$ cat src/sv/ctd_pkg.sv
// ----------------------------------------------------------------------------
// ctd_pkg: chunked transfer decoder definitions
// Transaction payload types, phase and number-parser codes, character helpers.
// ----------------------------------------------------------------------------
package ctd_pkg;

  localparam int unsigned SizeBitsDef   = 32;
  localparam int unsigned LineBufferDef = 32;

  localparam logic [7:0] CharCr    = 8'h0d;
  localparam logic [7:0] CharLf    = 8'h0a;
  localparam logic [7:0] CharPlus  = 8'h2b;
  localparam logic [7:0] CharMinus = 8'h2d;
  localparam logic [7:0] CharZero  = 8'h30;
  localparam logic [7:0] CharXLow  = 8'h78;
  localparam logic [7:0] CharXUp   = 8'h58;

  // decoder phase
  localparam logic [2:0] PH_SIZE = 3'd0;
  localparam logic [2:0] PH_DATA = 3'd1;
  localparam logic [2:0] PH_DCR  = 3'd2;
  localparam logic [2:0] PH_DLF  = 3'd3;
  localparam logic [2:0] PH_DONE = 3'd4;
  localparam logic [2:0] PH_ERR  = 3'd5;

  // size number parser stage
  localparam logic [2:0] NS_WS        = 3'd0;
  localparam logic [2:0] NS_SIGN      = 3'd1;
  localparam logic [2:0] NS_ZERO      = 3'd2;
  localparam logic [2:0] NS_XPEND     = 3'd3;
  localparam logic [2:0] NS_DIGITS    = 3'd4;
  localparam logic [2:0] NS_STOP_OK   = 3'd5;
  localparam logic [2:0] NS_STOP_NONE = 3'd6;

  localparam logic STATUS_OK  = 1'b0;
  localparam logic STATUS_ERR = 1'b1;

  typedef struct packed {
    logic [7:0] in_byte;
    logic       in_last;
  } in_t;

  typedef struct packed {
    logic [7:0] out_byte;
    logic       is_status;
    logic       status;
  } out_t;

  // bit 4 set when c is a hex digit, low nibble holds its value
  function automatic logic [4:0] hex_val(logic [7:0] c);
    logic [4:0] r;
    r = 5'd0;
    if (c >= 8'h30 && c <= 8'h39) begin
      r = {1'b1, 4'(c - 8'h30)};
    end else if (c >= 8'h61 && c <= 8'h66) begin
      r = {1'b1, 4'(c - 8'h57)};
    end else if (c >= 8'h41 && c <= 8'h46) begin
      r = {1'b1, 4'(c - 8'h37)};
    end
    return r;
  endfunction

  function automatic logic is_ws(logic [7:0] c);
    return (c == 8'h20) || (c >= 8'h09 && c <= 8'h0d);
  endfunction

endpackage

$ cat src/sv/chunked_transfer_decoder.sv
// ----------------------------------------------------------------------------
// chunked_transfer_decoder: HTTP chunked body decoder
// Output: each result is registered in out_q, or in the skid entry while out_q is held.
// Throughput: one byte per cycle while in_ready_o is high; the whole size-line/data
//   state update is a single registered pass, and a two-entry output stage absorbs stalls.
// Reset: asynchronous; decoder returns to size-line parsing, output empty.
// After each end-of-body status the decoder starts over for a new body.
// ----------------------------------------------------------------------------
module chunked_transfer_decoder #(
  parameter int unsigned SIZE_BITS   = ctd_pkg::SizeBitsDef,
  parameter int unsigned LINE_BUFFER = ctd_pkg::LineBufferDef
) (
  input  logic          clk_i,
  input  logic          rst_ni,
  input  logic          in_valid_i,
  output logic          in_ready_o,
  input  ctd_pkg::in_t  in_i,
  output logic          out_valid_o,
  input  logic          out_ready_i,
  output ctd_pkg::out_t out_o
);

  localparam int unsigned LCW = $clog2(LINE_BUFFER + 1);

  typedef struct packed {
    logic [2:0]           phase;
    logic [SIZE_BITS-1:0] val;
    logic                 ovf;
    logic [LCW-1:0]       cnt;
    logic [2:0]           stage;
    logic                 neg;
  } line_t;

  function automatic line_t accumulate(line_t s, logic [3:0] d);
    line_t r;
    r = s;
    if (s.val[SIZE_BITS-1:SIZE_BITS-4] != 4'd0) r.ovf = 1'b1;
    r.val   = {s.val[SIZE_BITS-5:0], d};
    r.stage = ctd_pkg::NS_DIGITS;
    return r;
  endfunction

  function automatic line_t line_char(line_t s, logic [7:0] c);
    line_t      r;
    logic [4:0] h;
    r = s;
    h = ctd_pkg::hex_val(c);
    r.cnt = s.cnt + 1'b1;
    if (r.cnt >= LCW'(LINE_BUFFER)) begin
      r.phase = ctd_pkg::PH_ERR;
    end else begin
      case (s.stage)
        ctd_pkg::NS_WS, ctd_pkg::NS_SIGN: begin
          if (s.stage == ctd_pkg::NS_WS && ctd_pkg::is_ws(c)) begin
            r.stage = ctd_pkg::NS_WS;
          end else if (s.stage == ctd_pkg::NS_WS &&
                       (c == ctd_pkg::CharPlus || c == ctd_pkg::CharMinus)) begin
            r.neg   = (c == ctd_pkg::CharMinus);
            r.stage = ctd_pkg::NS_SIGN;
          end else if (c == ctd_pkg::CharZero) begin
            r.stage = ctd_pkg::NS_ZERO;
          end else if (h[4]) begin
            r = accumulate(r, h[3:0]);
          end else begin
            r.stage = ctd_pkg::NS_STOP_NONE;
          end
        end
        ctd_pkg::NS_ZERO: begin
          if (c == ctd_pkg::CharXLow || c == ctd_pkg::CharXUp) begin
            r.stage = ctd_pkg::NS_XPEND;
          end else if (h[4]) begin
            r = accumulate(r, h[3:0]);
          end else begin
            r.stage = ctd_pkg::NS_STOP_OK;
          end
        end
        ctd_pkg::NS_XPEND, ctd_pkg::NS_DIGITS: begin
          if (h[4]) begin
            r = accumulate(r, h[3:0]);
          end else begin
            r.stage = ctd_pkg::NS_STOP_OK;
          end
        end
        default: ;
      endcase
    end
    return r;
  endfunction

  // decoder state
  line_t                ln_q, ln_d;
  logic                 pcr_q, pcr_d;
  logic [SIZE_BITS-1:0] left_q, left_d;

  // output register plus skid entry
  logic          out_valid_q, sk_valid_q;
  ctd_pkg::out_t out_q, sk_q;

  logic          in_fire, out_fire, emit, push;
  ctd_pkg::out_t res;
  line_t         ln_t;
  logic          digits;

  assign in_ready_o  = !sk_valid_q;
  assign in_fire     = in_valid_i && in_ready_o;
  assign out_fire    = out_valid_q && out_ready_i;
  assign out_valid_o = out_valid_q;
  assign out_o       = out_q;

  always_comb begin
    ln_d   = ln_q;
    pcr_d  = pcr_q;
    left_d = left_q;
    emit   = 1'b0;
    ln_t   = ln_q;
    digits = 1'b0;
    case (ln_q.phase)
      ctd_pkg::PH_SIZE: begin
        if (pcr_q && in_i.in_byte == ctd_pkg::CharLf) begin
          // line end
          digits = (ln_q.stage == ctd_pkg::NS_ZERO) ||
                   (ln_q.stage == ctd_pkg::NS_XPEND) ||
                   (ln_q.stage == ctd_pkg::NS_DIGITS) ||
                   (ln_q.stage == ctd_pkg::NS_STOP_OK);
          ln_d       = '0;
          ln_d.stage = ctd_pkg::NS_WS;
          pcr_d      = 1'b0;
          if (!digits || ln_q.ovf) begin
            ln_d.phase = ctd_pkg::PH_ERR;
          end else if (ln_q.val == '0) begin
            ln_d.phase = ctd_pkg::PH_DONE;
          end else if (ln_q.neg) begin
            ln_d.phase = ctd_pkg::PH_ERR;
          end else begin
            left_d     = ln_q.val;
            ln_d.phase = ctd_pkg::PH_DATA;
          end
        end else if (pcr_q) begin
          // lone CR counts as a line character
          ln_t = line_char(ln_q, ctd_pkg::CharCr);
          ln_d = ln_t;
          if (ln_t.phase == ctd_pkg::PH_SIZE && in_i.in_byte != ctd_pkg::CharCr) begin
            pcr_d = 1'b0;
            ln_d  = line_char(ln_t, in_i.in_byte);
          end
        end else if (in_i.in_byte == ctd_pkg::CharCr) begin
          pcr_d = 1'b1;
        end else begin
          ln_d = line_char(ln_q, in_i.in_byte);
        end
      end
      ctd_pkg::PH_DATA: begin
        emit   = 1'b1;
        left_d = left_q - 1'b1;
        if (left_d == '0) ln_d.phase = ctd_pkg::PH_DCR;
      end
      ctd_pkg::PH_DCR: begin
        ln_d.phase = (in_i.in_byte == ctd_pkg::CharCr) ? ctd_pkg::PH_DLF : ctd_pkg::PH_ERR;
      end
      ctd_pkg::PH_DLF: begin
        ln_d.phase = (in_i.in_byte == ctd_pkg::CharLf) ? ctd_pkg::PH_SIZE : ctd_pkg::PH_ERR;
      end
      ctd_pkg::PH_DONE: ;
      default: ln_d.phase = ctd_pkg::PH_ERR;
    endcase

    res.out_byte  = in_i.in_byte;
    res.is_status = 1'b0;
    res.status    = ctd_pkg::STATUS_OK;
    push          = emit;
    if (in_i.in_last) begin
      push          = 1'b1;
      res.out_byte  = 8'd0;
      res.is_status = 1'b1;
      res.status    = (ln_d.phase == ctd_pkg::PH_DONE) ? ctd_pkg::STATUS_OK
                                                        : ctd_pkg::STATUS_ERR;
      ln_d          = '0;
      ln_d.phase    = ctd_pkg::PH_SIZE;
      ln_d.stage    = ctd_pkg::NS_WS;
      pcr_d         = 1'b0;
      left_d        = '0;
    end
  end

  always_ff @(posedge clk_i or negedge rst_ni) begin
    if (!rst_ni) begin
      ln_q       <= '0;
      ln_q.phase <= ctd_pkg::PH_SIZE;
      ln_q.stage <= ctd_pkg::NS_WS;
      pcr_q      <= 1'b0;
      left_q     <= '0;
    end else if (in_fire) begin
      ln_q   <= ln_d;
      pcr_q  <= pcr_d;
      left_q <= left_d;
    end
  end

  always_ff @(posedge clk_i or negedge rst_ni) begin
    if (!rst_ni) begin
      out_valid_q <= 1'b0;
      sk_valid_q  <= 1'b0;
    end else if (!out_valid_q || out_fire) begin
      if (sk_valid_q) begin
        out_valid_q <= 1'b1;
        sk_valid_q  <= in_fire && push;
      end else begin
        out_valid_q <= in_fire && push;
      end
    end else if (in_fire && push) begin
      sk_valid_q <= 1'b1;
    end
  end

  always_ff @(posedge clk_i) begin
    if (!out_valid_q || out_fire) begin
      if (sk_valid_q) begin
        out_q <= sk_q;
        sk_q  <= res;
      end else begin
        out_q <= res;
      end
    end else if (in_fire && push) begin
      sk_q <= res;
    end
  end

  // skid entry is only used behind a full output register
  assert property (@(posedge clk_i) disable iff (!rst_ni)
    sk_valid_q |-> out_valid_q)
    else $error("skid entry occupied with empty output register");

  assert property (@(posedge clk_i) disable iff (!rst_ni)
    (ln_q.phase == ctd_pkg::PH_DATA) |-> (left_q != '0))
    else $error("data phase with no bytes left");

  // the count stops at the limit, which puts the body in error
  assert property (@(posedge clk_i) disable iff (!rst_ni)
    ln_q.cnt <= LCW'(LINE_BUFFER))
    else $error("size line count past buffer limit");

  assert property (@(posedge clk_i) disable iff (!rst_ni)
    (in_fire && in_i.in_last) |=> (ln_q.phase == ctd_pkg::PH_SIZE && ln_q.cnt == '0 &&
                                   !pcr_q))
    else $error("decoder not restarted after end of body");

  assert property (@(posedge clk_i) disable iff (!rst_ni)
    (out_valid_o && !out_o.is_status) |-> (out_o.status == ctd_pkg::STATUS_OK))
    else $error("payload transaction carries a status");

endmodule

$ cat config.mk
export PLATFORM = sky130hd
export DESIGN_NAME = chunked_transfer_decoder
export DESIGN_NICKNAME = d
export VERILOG_FILES = /design/src/sv/ctd_pkg.sv /design/src/sv/chunked_transfer_decoder.sv
export SDC_FILE = /design/constraint.sdc
export NUM_CORES = 1
export LEC_CHECK = 0
export BUFFER_PORTS_ARGS = -buffer_cell sky130_fd_sc_hd__clkbuf_2
export CORE_MARGIN = 8
export CORE_UTILIZATION = 45
export DETAILED_ROUTE_END_ITERATION = 8
export PLACE_DENSITY = 0.71
export SYNTH_ARGS = -nofsm -noshare
export SYNTH_HDL_FRONTEND = slang
export SYNTH_SLANG_ARGS = --single-unit
export TNS_END_PERCENT = 20
$ cat constraint.sdc
create_clock -name clk_i -period 4.4 [get_ports clk_i]
set_clock_uncertainty 0.2 [all_clocks]
set_input_delay 0.22 -clock clk_i [delete_from_list [all_inputs] [get_ports clk_i]]
set_output_delay 0.22 -clock clk_i [all_outputs]
set_load 0.05 [all_outputs]
Yosys cells after proc, flatten, opt, wreduce, memory -nomap -nowiden
Cells that the tools add are included.
{"block": "totals", "reg_bits": 101, "wordCells": 219, "out_inout_bits": 12}
{"block": "classes", "reduce_logical": 49, "addsub": 6, "n_eq_ne": 49, "n_mux": 89, "n_lt_le_gt_ge": 10}
{"cell": "$mux W39", "n": 10}
{"cell": "$pmux W43 S3", "n": 2}
{"cell": "$mux W46", "n": 5}
{"cell": "$mux W32", "n": 5}
{"cell": "$mux W43", "n": 3}
{"cell": "$mux W3", "n": 23}
{"cell": "$logic_not A32 Y1", "n": 2}
{"cell": "$pmux W32 S2", "n": 1}
{"cell": "$mux W5", "n": 11}
{"cell": "$mux W10", "n": 5}
{"cell": "$ne A5 B5 Y1 const B", "n": 8}
{"cell": "$ne A4 B4 Y1 const B", "n": 9}
{"cell": "$eq A8 B6 Y1 const B", "n": 4}
{"cell": "$reduce_and A16 Y1", "n": 2}
{"cell": "$sub A32 B1 Y32 const B", "n": 1}
{"cell": "$eq A3 B2 Y1 const B", "n": 6}
{"cell": "$mux W1", "n": 18}
{"cell": "$eq A8 B4 Y1 const B", "n": 2}
{"cell": "$eq A8 B7 Y1 const B", "n": 2}
{"cell": "$ge A8 B7 Y1 const B", "n": 2}
{"cell": "$le A8 B7 Y1 const B", "n": 2}
{"cell": "$eq A3 B3 Y1 const B", "n": 5}
{"cell": "$pmux W3 S5", "n": 1}
{"cell": "$logic_and A1 B1 Y1", "n": 13}
{"cell": "other kinds (30)", "n": 61}

Logic depth before layout (Yosys ltp)
Gate-level depths: netlist of the first run.
{"block": "depth", "word_depth": 27, "mapped_depth": 12}

Least setup slack after synthesis of the first run
No wires, ideal clock.
{"block": "synth_timing", "kind": "register to register", "start": "reg left_q[2]", "end": "reg out_q (netlist bit out_o[0]) (data pin)", "t_arrival_ns": 2.527, "t_required_ns": 3.923, "period_less_slack_ns": 3.004, "slack_ns": 1.396, "path_stages_with_launch": 10, "setup_time_ns": 0.277, "path_cell_list": "dfrtp_1 clkbuf_1 or4_1 nor4_4 nand4b_1 xnor2_1 nor4_1 nand4_1 o21ai_1 a31oi_1"}
{"block": "synth_via", "elab_chain_cells": 8}
{"element": "start, declared", "line_no": "chunked_transfer_decoder.sv:93", "text": "logic [SIZE_BITS-1:0] left_q, left_d;"}
{"element": "start signal, assigned", "line_no": "chunked_transfer_decoder.sv:195", "text": "left_q <= left_d;"}
{"element": "$sub A32 B1 Y32", "line_no": "chunked_transfer_decoder.sv:154", "text": "left_d = left_q - 1'b1;"}
{"element": "$logic_not A32 Y1", "line_no": "chunked_transfer_decoder.sv:155", "text": "if (left_d == '0) ln_d.phase = ctd_pkg::PH_DCR;"}
{"element": "$mux W3", "line_no": "chunked_transfer_decoder.sv:155"}
{"element": "$pmux W3 S5", "line_no": "chunked_transfer_decoder.sv:117", "text": "case (ln_q.phase)"}
{"element": "$eq A3 B3 Y1", "line_no": "chunked_transfer_decoder.sv:175", "text": "res.status = (ln_d.phase == ctd_pkg::PH_DONE) ? ctd_pkg::STATUS_OK"}
{"element": "$mux W1", "line_no": "chunked_transfer_decoder.sv:175"}
{"element": "$mux W10", "line_no": "chunked_transfer_decoder.sv:171", "text": "if (in_i.in_last) begin"}
{"element": "$mux W10", "line_no": "chunked_transfer_decoder.sv:217", "text": "if (sk_valid_q) begin"}
{"element": "end signal, assigned", "line_no": "chunked_transfer_decoder.sv:218", "text": "out_q <= sk_q;"}
{"element": "end signal, assigned", "line_no": "chunked_transfer_decoder.sv:221", "text": "out_q <= res;"}
{"element": "end, declared", "line_no": "chunked_transfer_decoder.sv:97", "text": "ctd_pkg::out_t out_q, sk_q;"}
No other way between the ends.
A chain may end at the register's enable or synchronous reset.

Worst setup path after layout of the first run
{"block": "layout_timing", "start": "reg ln_q[4] (netlist name)", "end": "reg ln_q[29] (netlist name)"}
{"block": "layout_via", "elab_chain_cells": 15, "elab_cells_between_ends": 39, "classes_between": "2 x add/sub; 2 x order compare; 12 x eq/ne; 15 x mux; 8 x reduce/logical"}
{"element": "start, declared", "line_no": "chunked_transfer_decoder.sv:91", "text": "line_t ln_q, ln_d;"}
{"element": "start signal, assigned", "line_no": "chunked_transfer_decoder.sv:193", "text": "ln_q <= ln_d;"}
{"element": "$add A6 B1 Y6 (*)", "line_no": "chunked_transfer_decoder.sv:48", "text": "r.cnt = s.cnt + 1'b1;"}
{"element": "$ge A6 B6 Y1", "line_no": "chunked_transfer_decoder.sv:49", "text": "if (r.cnt >= LCW'(LINE_BUFFER)) begin"}
{"element": "$mux W3", "line_no": "chunked_transfer_decoder.sv:49"}
{"element": "$mux W3", "line_no": "chunked_transfer_decoder.sv:138", "text": "end else if (pcr_q) begin"}
{"element": "$mux W3", "line_no": "chunked_transfer_decoder.sv:119", "text": "if (pcr_q && in_i.in_byte == ctd_pkg::CharLf) begin"}
{"element": "$mux W3", "line_no": "chunked_transfer_decoder.sv:117"}
{"element": "$eq A3 B2 Y1, or another cell as far along", "line_no": "chunked_transfer_decoder.sv:52", "text": "case (s.stage)"}
{"element": "$reduce_or A2 Y1", "line_no": "chunked_transfer_decoder.sv:52"}
{"element": "$pmux W43 S3", "line_no": "chunked_transfer_decoder.sv:52"}
{"element": "$mux W43", "line_no": "chunked_transfer_decoder.sv:49"}
{"element": "$mux W46", "line_no": "chunked_transfer_decoder.sv:142", "text": "if (ln_t.phase == ctd_pkg::PH_SIZE && in_i.in_byte != ctd_pkg::CharCr) begin"}
{"element": "$mux W46", "line_no": "chunked_transfer_decoder.sv:138"}
{"element": "$mux W46", "line_no": "chunked_transfer_decoder.sv:119"}
{"element": "$mux W43", "line_no": "chunked_transfer_decoder.sv:117"}
{"element": "$mux W46", "line_no": "chunked_transfer_decoder.sv:171"}
Mark *: on every way between the ends. The rest lies on a longest branch, timed or not. The select of a mux whose other input is x is not followed.

==> results of run 1 <==
[final cells by class]
class / instances / area (um^2) / share of cell area, %
inverter: 18 / 67.6 / 0.994
tap: 180 / 225 / 3.31
clock inverter: 7 / 96.3 / 1.42
timing repair buffer: 34 / 213 / 3.13
clock buffer: 9 / 225 / 3.31
multi-input combinational: 543 / 3350 / 49.2
sequential: 101 / 2630 / 38.6
[worst paths after layout]
check                               startpoint                    end  cells after the start
max                        ln_q[4]$_DFFE_PN0P_   ln_q[29]$_DFFE_PN0P_                     10
min                                 in_valid_i   ln_q[43]$_DFFE_PN0P_                      3
max reg2reg                ln_q[4]$_DFFE_PN0P_   ln_q[29]$_DFFE_PN0P_                     10
min reg2reg                ln_q[8]$_DFFE_PN0P_    ln_q[8]$_DFFE_PN0P_                      1
max in group asynchronous               rst_ni  left_q[1]$_DFFE_PN0P_                      2
min in group asynchronous               rst_ni    ln_q[2]$_DFFE_PN0P_                      2
[cell families after synthesis]
logic type	Yosys count	share of synthesized area [%]
compound gates	183	17.6
xor+xnor	19	2.78
fa+ha+maj	10	2.00
buf+inv	62	4.68
flops	101	42.0
mux	39	6.40
simple gates	292	24.6
[layer usage]
layer	GRT usage [%]	routed length, um	up-vias
met2	27.7	7410	236
met1	24.1	6700	2663
met4	9.67	514	0
met5	0	0	-
met3	3.10	1140	42
li1	-	-	2594
[synthesized netlist by cell type (6+ instances only)]
cell / number / area, um^2
buf_6: 7 / 78.8
or3_1: 10 / 62.6
a21o_1: 6 / 45.0
o21ai_0: 54 / 270
nor2b_1: 13 / 81.3
a22oi_1: 6 / 45.0
inv_1: 17 / 63.8
a21oi_1: 51 / 255
mux2_2: 8 / 90.1
o22ai_1: 7 / 43.8
xnor2_1: 12 / 105
o21ai_1: 17 / 85.1
nand3_1: 10 / 50.1
ha_1: 10 / 125
nor3_1: 29 / 145
mux2i_1: 31 / 310
clkbuf_1: 32 / 120
nor4_1: 25 / 156
edfxtp_1: 20 / 601
nand2_1: 42 / 158
or4_1: 10 / 75.1
nand4_1: 7 / 43.8
xor2_1: 6 / 52.6
dfrtp_1: 81 / 2030
nor2_1: 105 / 394
o31ai_1: 10 / 75.1
[state kept, by name (all words and copies together) (netlist names)]
register     cells
out_o           10
left_q          32
pcr_q            1
sk_q            10
sk_valid_q       1
ln_q            46
out_valid_o      1
[per-stage QoR]
| stage | instance area (um^2) | util, % | hold WS [ns] |
|---|---|---|---|
| floorplan | 6260 | - | -0.276 |
| CTS | 6800 | 49.6 | 0.0404 |
| detailed placement | 6470 | 47.2 | 0.264 |
| global route | 6800 | 49.6 | 0.0795 |
| finish | 6800 | 49.6 | 0.0523 |
| global placement | 6470 | 47.2 | 0.254 |
[worst max-delay path: cells and delay by family, from the launching register on]
family / cells / cell delay, ns
AO/OA/AOI/OAI: 3 / 0.95
XOR/XNOR: 1 / 0.32
adder cells (fa/ha/maj): 1 / 0.26
buffers and inverters: 1 / 0.26
flip-flops: 1 / 0.47
multiplexers: 1 / 0.24
AND/OR/NAND/NOR: 3 / 0.80
[power by group through the flow]
stage / logic [mW] / registers (mW) / clock network (mW)
5_1_grt: 1.29 / 1.16 / 0.917
3_3_place_gp: 1.13 / 1.16 / 0
6_report: 1.17 / 1.15 / 0.871
3_5_place_dp: 1.15 / 1.16 / 0
4_1_cts: 1.16 / 1.14 / 0.888
2_1_floorplan: 0.884 / 1.15 / 0
==> reports/results.ini, run 1 <==
[drt]
drc = 0
ant_nets = 0
dr.pass1.iters = 5
num_vias = 5535
viasPerCell = 6.21
wire_per_inst_um = 17.7
initialDrtViolationCount = 654
drt_wl_total_mm = 15.8

[worst_setup_path]
crit_arrival_ns = 3.67
worstSetupPathType = register to register
critPathLaunchType = register
crit_required_ns = 4.44
regToRegSetupSlack_ns = 0.76
crit_chain = ha_1 > xnor2_1 > or2_2 > o2111ai_1 > o41ai_2 > o311a_2 > nor2b_4 > buf_12 > mux2i_1 > nor2_1
slowest_delay_ns = 0.53
cp_slowest_cell = nor2b_4
end_kind = register
path_max_fanout = 18

[placement]
hpwl_mm = 10.9
dp_slack_ns = 0.863
io_buffers = 24
dp_cells = 875
gp_congestion = 0.894

[yosys]
synth.distinct_cells = 74
ys.warnings.count = 0
ys_ff_latch = 101
syn_nets = 729
syn_area_um2 = 6260
synth_area_per_cell_um2 = 8.86
async_flop_share_pct = 80.2
synthCells = 706
ys_seq_area_share_pct = 42.0
ys.flop_type = dfrtp_1
synth_enable_flop_cells = 20

[sta]
finalSetupTns_ns = 0
period_share_pct = 82.6
timing.fmax_mhz = 275
hold_viol_final = 0
max-slew-margin-rel_pct = 29.5
tightest_slew_ns = 1.06
setup_violations = 0
setup_ws_ns = 0.764
finalCriticalPeriod_ns = 3.64
drv_slew = 0
rsz0062_at_grt = false

[clock_network]
cts_buffers = 9
clock_path_buffers = 2
cts_sinks = 101
clk_pin_slew_ns = 0.07
cts_tree = yes
cts-htree-levels = 3
clock_latency_ns = 0.35
ctsResizeCount = 0
cts_root_buf = clkbuf_16
postCtsSetupBuffers = 0
cts_hold_buf = 1

[finish]
fin_nets = 730
finish.cell_count_without_fillers = 892
drive_gt1_share_pct = 11.0
fill_cells = 1256
area_growth_pct = 8.68
layout_commonest_cell = nor2_1
final_cell_mix = 105 x nor2_1, 81 x dfrtp_1, 54 x o21ai_0, 51 x a21oi_1, 41 x nand2_1
antenna_cells = 0

[global_route]
overflow = 0
grt_pass1_vias = 5159
grt_max_degree = 82
grt_usage_pct = 18.1
grt_pass1_wl_mm = 26.6
antenna_found_initial = 0

[die]
design.core.area_um2 = 13700
die_area_um2 = 17900
die-width_um = 134
pin_count = 25
placementRows = 43
dieHeight_um = 134
initial_utilization_pct = 45.6

[pwr]
p_leak_nw = 2.85
p_int_mw = 1.95
seqPwrFrac_pct = 36.0
power_density_nw_per_um2 = 469
power_frac_clock_pct = 27.3
ir_drop_mv = 0.239
power_frac_comb_pct = 36.6
p_switching_mw = 1.24
total_power_mw = 3.19
p_sw_share_pct = 38.8

[job]
maxCapViolations = 0

[run_status]
status = finished clean

[min_path]
hold_class = input port to register

Power figures use the tool's default switching activity.
==> run 2: changes to the inputs <==
Clock period 4.4 ns to 3.72 ns, I/O delays scaled along.
==> reports/results.ini, run 2 (synthesized netlist as in run 1, its figures left out) <==
[pwr]
p_leak_nw = 2.86  ; was 2.85 nW
ir_drop_mv = 0.301  ; was 0.239 mV
power_density_nw_per_um2 = 556  ; was 469 nW/um^2

[clock_network]
ctsResizeCount = 0  ; unchanged
clock_latency_ns = 0.36  ; was 0.35 ns
cts_sinks = 101  ; unchanged
cts_root_buf = clkbuf_16  ; unchanged
cts-htree-levels = 3  ; unchanged
postCtsSetupBuffers = 0  ; unchanged
clk_pin_slew_ns = 0.07  ; about the same
cts_buffers = 9  ; unchanged
cts_hold_buf = 1  ; unchanged
clock_path_buffers = 2  ; unchanged
cts_tree = yes  ; unchanged

[die]
design.core.area_um2 = 13700  ; unchanged
placementRows = 43  ; unchanged
dieHeight_um = 134  ; unchanged
die-width_um = 134  ; unchanged
initial_utilization_pct = 45.6  ; unchanged
die_area_um2 = 17900  ; unchanged
pin_count = 25  ; unchanged

[sta]
max-slew-margin-rel_pct = 39.9  ; was 29.5%
timing.fmax_mhz = 301  ; was 275 MHz
hold_viol_final = 0  ; unchanged
hold_slack_ns = 0.0114  ; was 0.0523 ns
rsz0062_at_grt = false  ; unchanged
period_share_pct = 89.2  ; was 82.6%
finalCriticalPeriod_ns = 3.32  ; was 3.64 ns
setup_violations = 0  ; unchanged
finalSetupTns_ns = 0  ; unchanged
tightest_slew_ns = 0.902  ; was 1.06 ns
drv_slew = 0  ; unchanged

[finish]
antenna_cells = 0  ; unchanged
drive_gt1_share_pct = 11.2  ; was 11.0%
fill_cells = 1254  ; was 1,256
largest_reg_flops = 46  ; unchanged
seqCellArea_um2 = 2630  ; unchanged
fin_nets = 733  ; was 730
final_cell_mix = 105 x nor2_1, 81 x dfrtp_1, 54 x o21ai_0, 51 x a21oi_1, 41 x nand2_1  ; unchanged
layout_commonest_cell = nor2_1  ; unchanged
regMostFlops = ln_q  ; unchanged
top_regs = ln_q: 46 flops, left_q: 32 flops  ; unchanged
area_growth_pct = 8.98  ; was 8.68%
multi_input_area_um2 = 3350  ; unchanged

[run_status]
status = finished clean  ; unchanged

[drt]
num_vias = 5577  ; was 5,535
drc = 0  ; unchanged
viasPerCell = 6.23  ; was 6.21
drt_wl_total_mm = 16.1  ; was 15.8 mm
ant_nets = 0  ; unchanged
dr.pass1.iters = 7  ; was 5
initialDrtViolationCount = 756  ; was 654
wire_per_inst_um = 18.0  ; was 17.7 um

[worst_setup_path]
crit_required_ns = 3.62  ; was 4.44 ns
crit_chain = inv_1 > ha_1 > nor3b_1 > nand2_1 > nor4_1 > mux2i_1 > nor4_1 > nand4_1 > o21ai_1 > a21boi_0  ; was ha_1 > xnor2_1 > or2_2 > o2111ai_1 > o41ai_2 > o311a_2 > nor2b_4 > buf_12 > mux2i_1 > nor2_1
end_kind = register  ; unchanged
cp_slowest_cell = nor4_1  ; was nor2b_4
slowest_delay_ns = 0.51  ; was 0.53 ns
path_max_fanout = 7  ; was 18
cp_common_cell = nor4_1
crit_arrival_ns = 3.22  ; was 3.67 ns
critPathLaunchType = register  ; unchanged
regToRegSetupSlack_ns = 0.40  ; was 0.76 ns
worstSetupPathType = register to register  ; unchanged

[placement]
gp_congestion = 0.966  ; was 0.894
io_buffers = 24  ; unchanged
hpwl_mm = 11.4  ; was 10.9 mm

[min_path]
hold_class = input port to register  ; unchanged

[global_route]
grt_pass1_wl_mm = 26.7  ; was 26.6 mm
grt_max_degree = 70  ; was 82
grt_usage_pct = 18.2  ; was 18.1%
overflow = 0  ; unchanged
antenna_found_initial = 0  ; unchanged
grt_pass1_vias = 5199  ; was 5,159

[job]
maxCapViolations = 0  ; unchanged

## run 2: cell types whose count changed in the layout (fill, tap and decap cells not counted), sizes merged
cell	change
buf	+3
bufinv	-2
clkbuf	+6
clkinv	-2
clkinvlp	-1
inv	-1
## run 2: through the flow
stage | total power, mW | worst slack [ns] | instance area [um^2] | util [%] | std cells
6_report | 3.79 | 0.401 | 6820 | 49.7 | 895
5_1_grt | 4.00 | 0.192 | 6820 | 49.7 | 895
4_1_cts | 3.78 | 0.458 | 6820 | 49.7 | 895
3_5_place_dp | 2.77 | 0.474 | 6490 | 47.3 | 878
3_3_place_gp | 2.73 | 0.574 | 6490 | 47.3 | 878
2_1_floorplan | 2.41 | 0.716 | 6260 | - | 706
## run 2: final timing paths
| check | from | to | cells past startpoint |
|---|---|---|---|
| worst max-delay path | left_q[0]$_DFFE_PN0P_ | sk_q[0]$_DFFE_PP_ | 10 |
| worst min-delay path | in_valid_i | ln_q[43]$_DFFE_PN0P_ | 3 |
| worst max register to register | left_q[0]$_DFFE_PN0P_ | sk_q[0]$_DFFE_PP_ | 10 |
| worst min register to register | left_q[29]$_DFFE_PN0P_ | left_q[29]$_DFFE_PN0P_ | 2 |
| max in group asynchronous | rst_ni | ln_q[12]$_DFFE_PN0P_ | 3 |
| min in group asynchronous | rst_ni | ln_q[2]$_DFFE_PN0P_ | 2 |
## run 2: layer usage
layer | track usage (%) | routed length (um) | vias up
met2 | 28.4 | 7460 | 247
met5 | 0 | 0 | -
met4 | 7.61 | 404 | 0
met1 | 24.4 | 7130 | 2708
li1 | - | - | 2587
met3 | 3.29 | 1140 | 35
## run 2: power by group
part / internal, mW / total [mW] / leakage [nW] / switching, mW
clock network: 0.571 / 0.994 / 0.158 / 0.422
logic: 0.515 / 1.44 / 1.39 / 0.923
registers: 1.23 / 1.36 / 1.32 / 0.135
## run 2: layout make-up
class | count | area share (%)
tap | 180 | 3.30
clock buffer | 15 | 4.53
multi-input combinational | 543 | 49.1
timing repair buffer | 37 | 3.45
sequential | 101 | 38.5
clock inverter | 1 | 0.128
inverter | 18 | 0.991
## run 2: worst max-delay path: cells and delay by family (launching register included)
kind	cells	cell delay, ns
mux	1	0.20
simple gates	5	1.56
flops	1	0.44
buf+inv	1	0.08
fa+ha+maj	1	0.24
compound gates	2	0.34
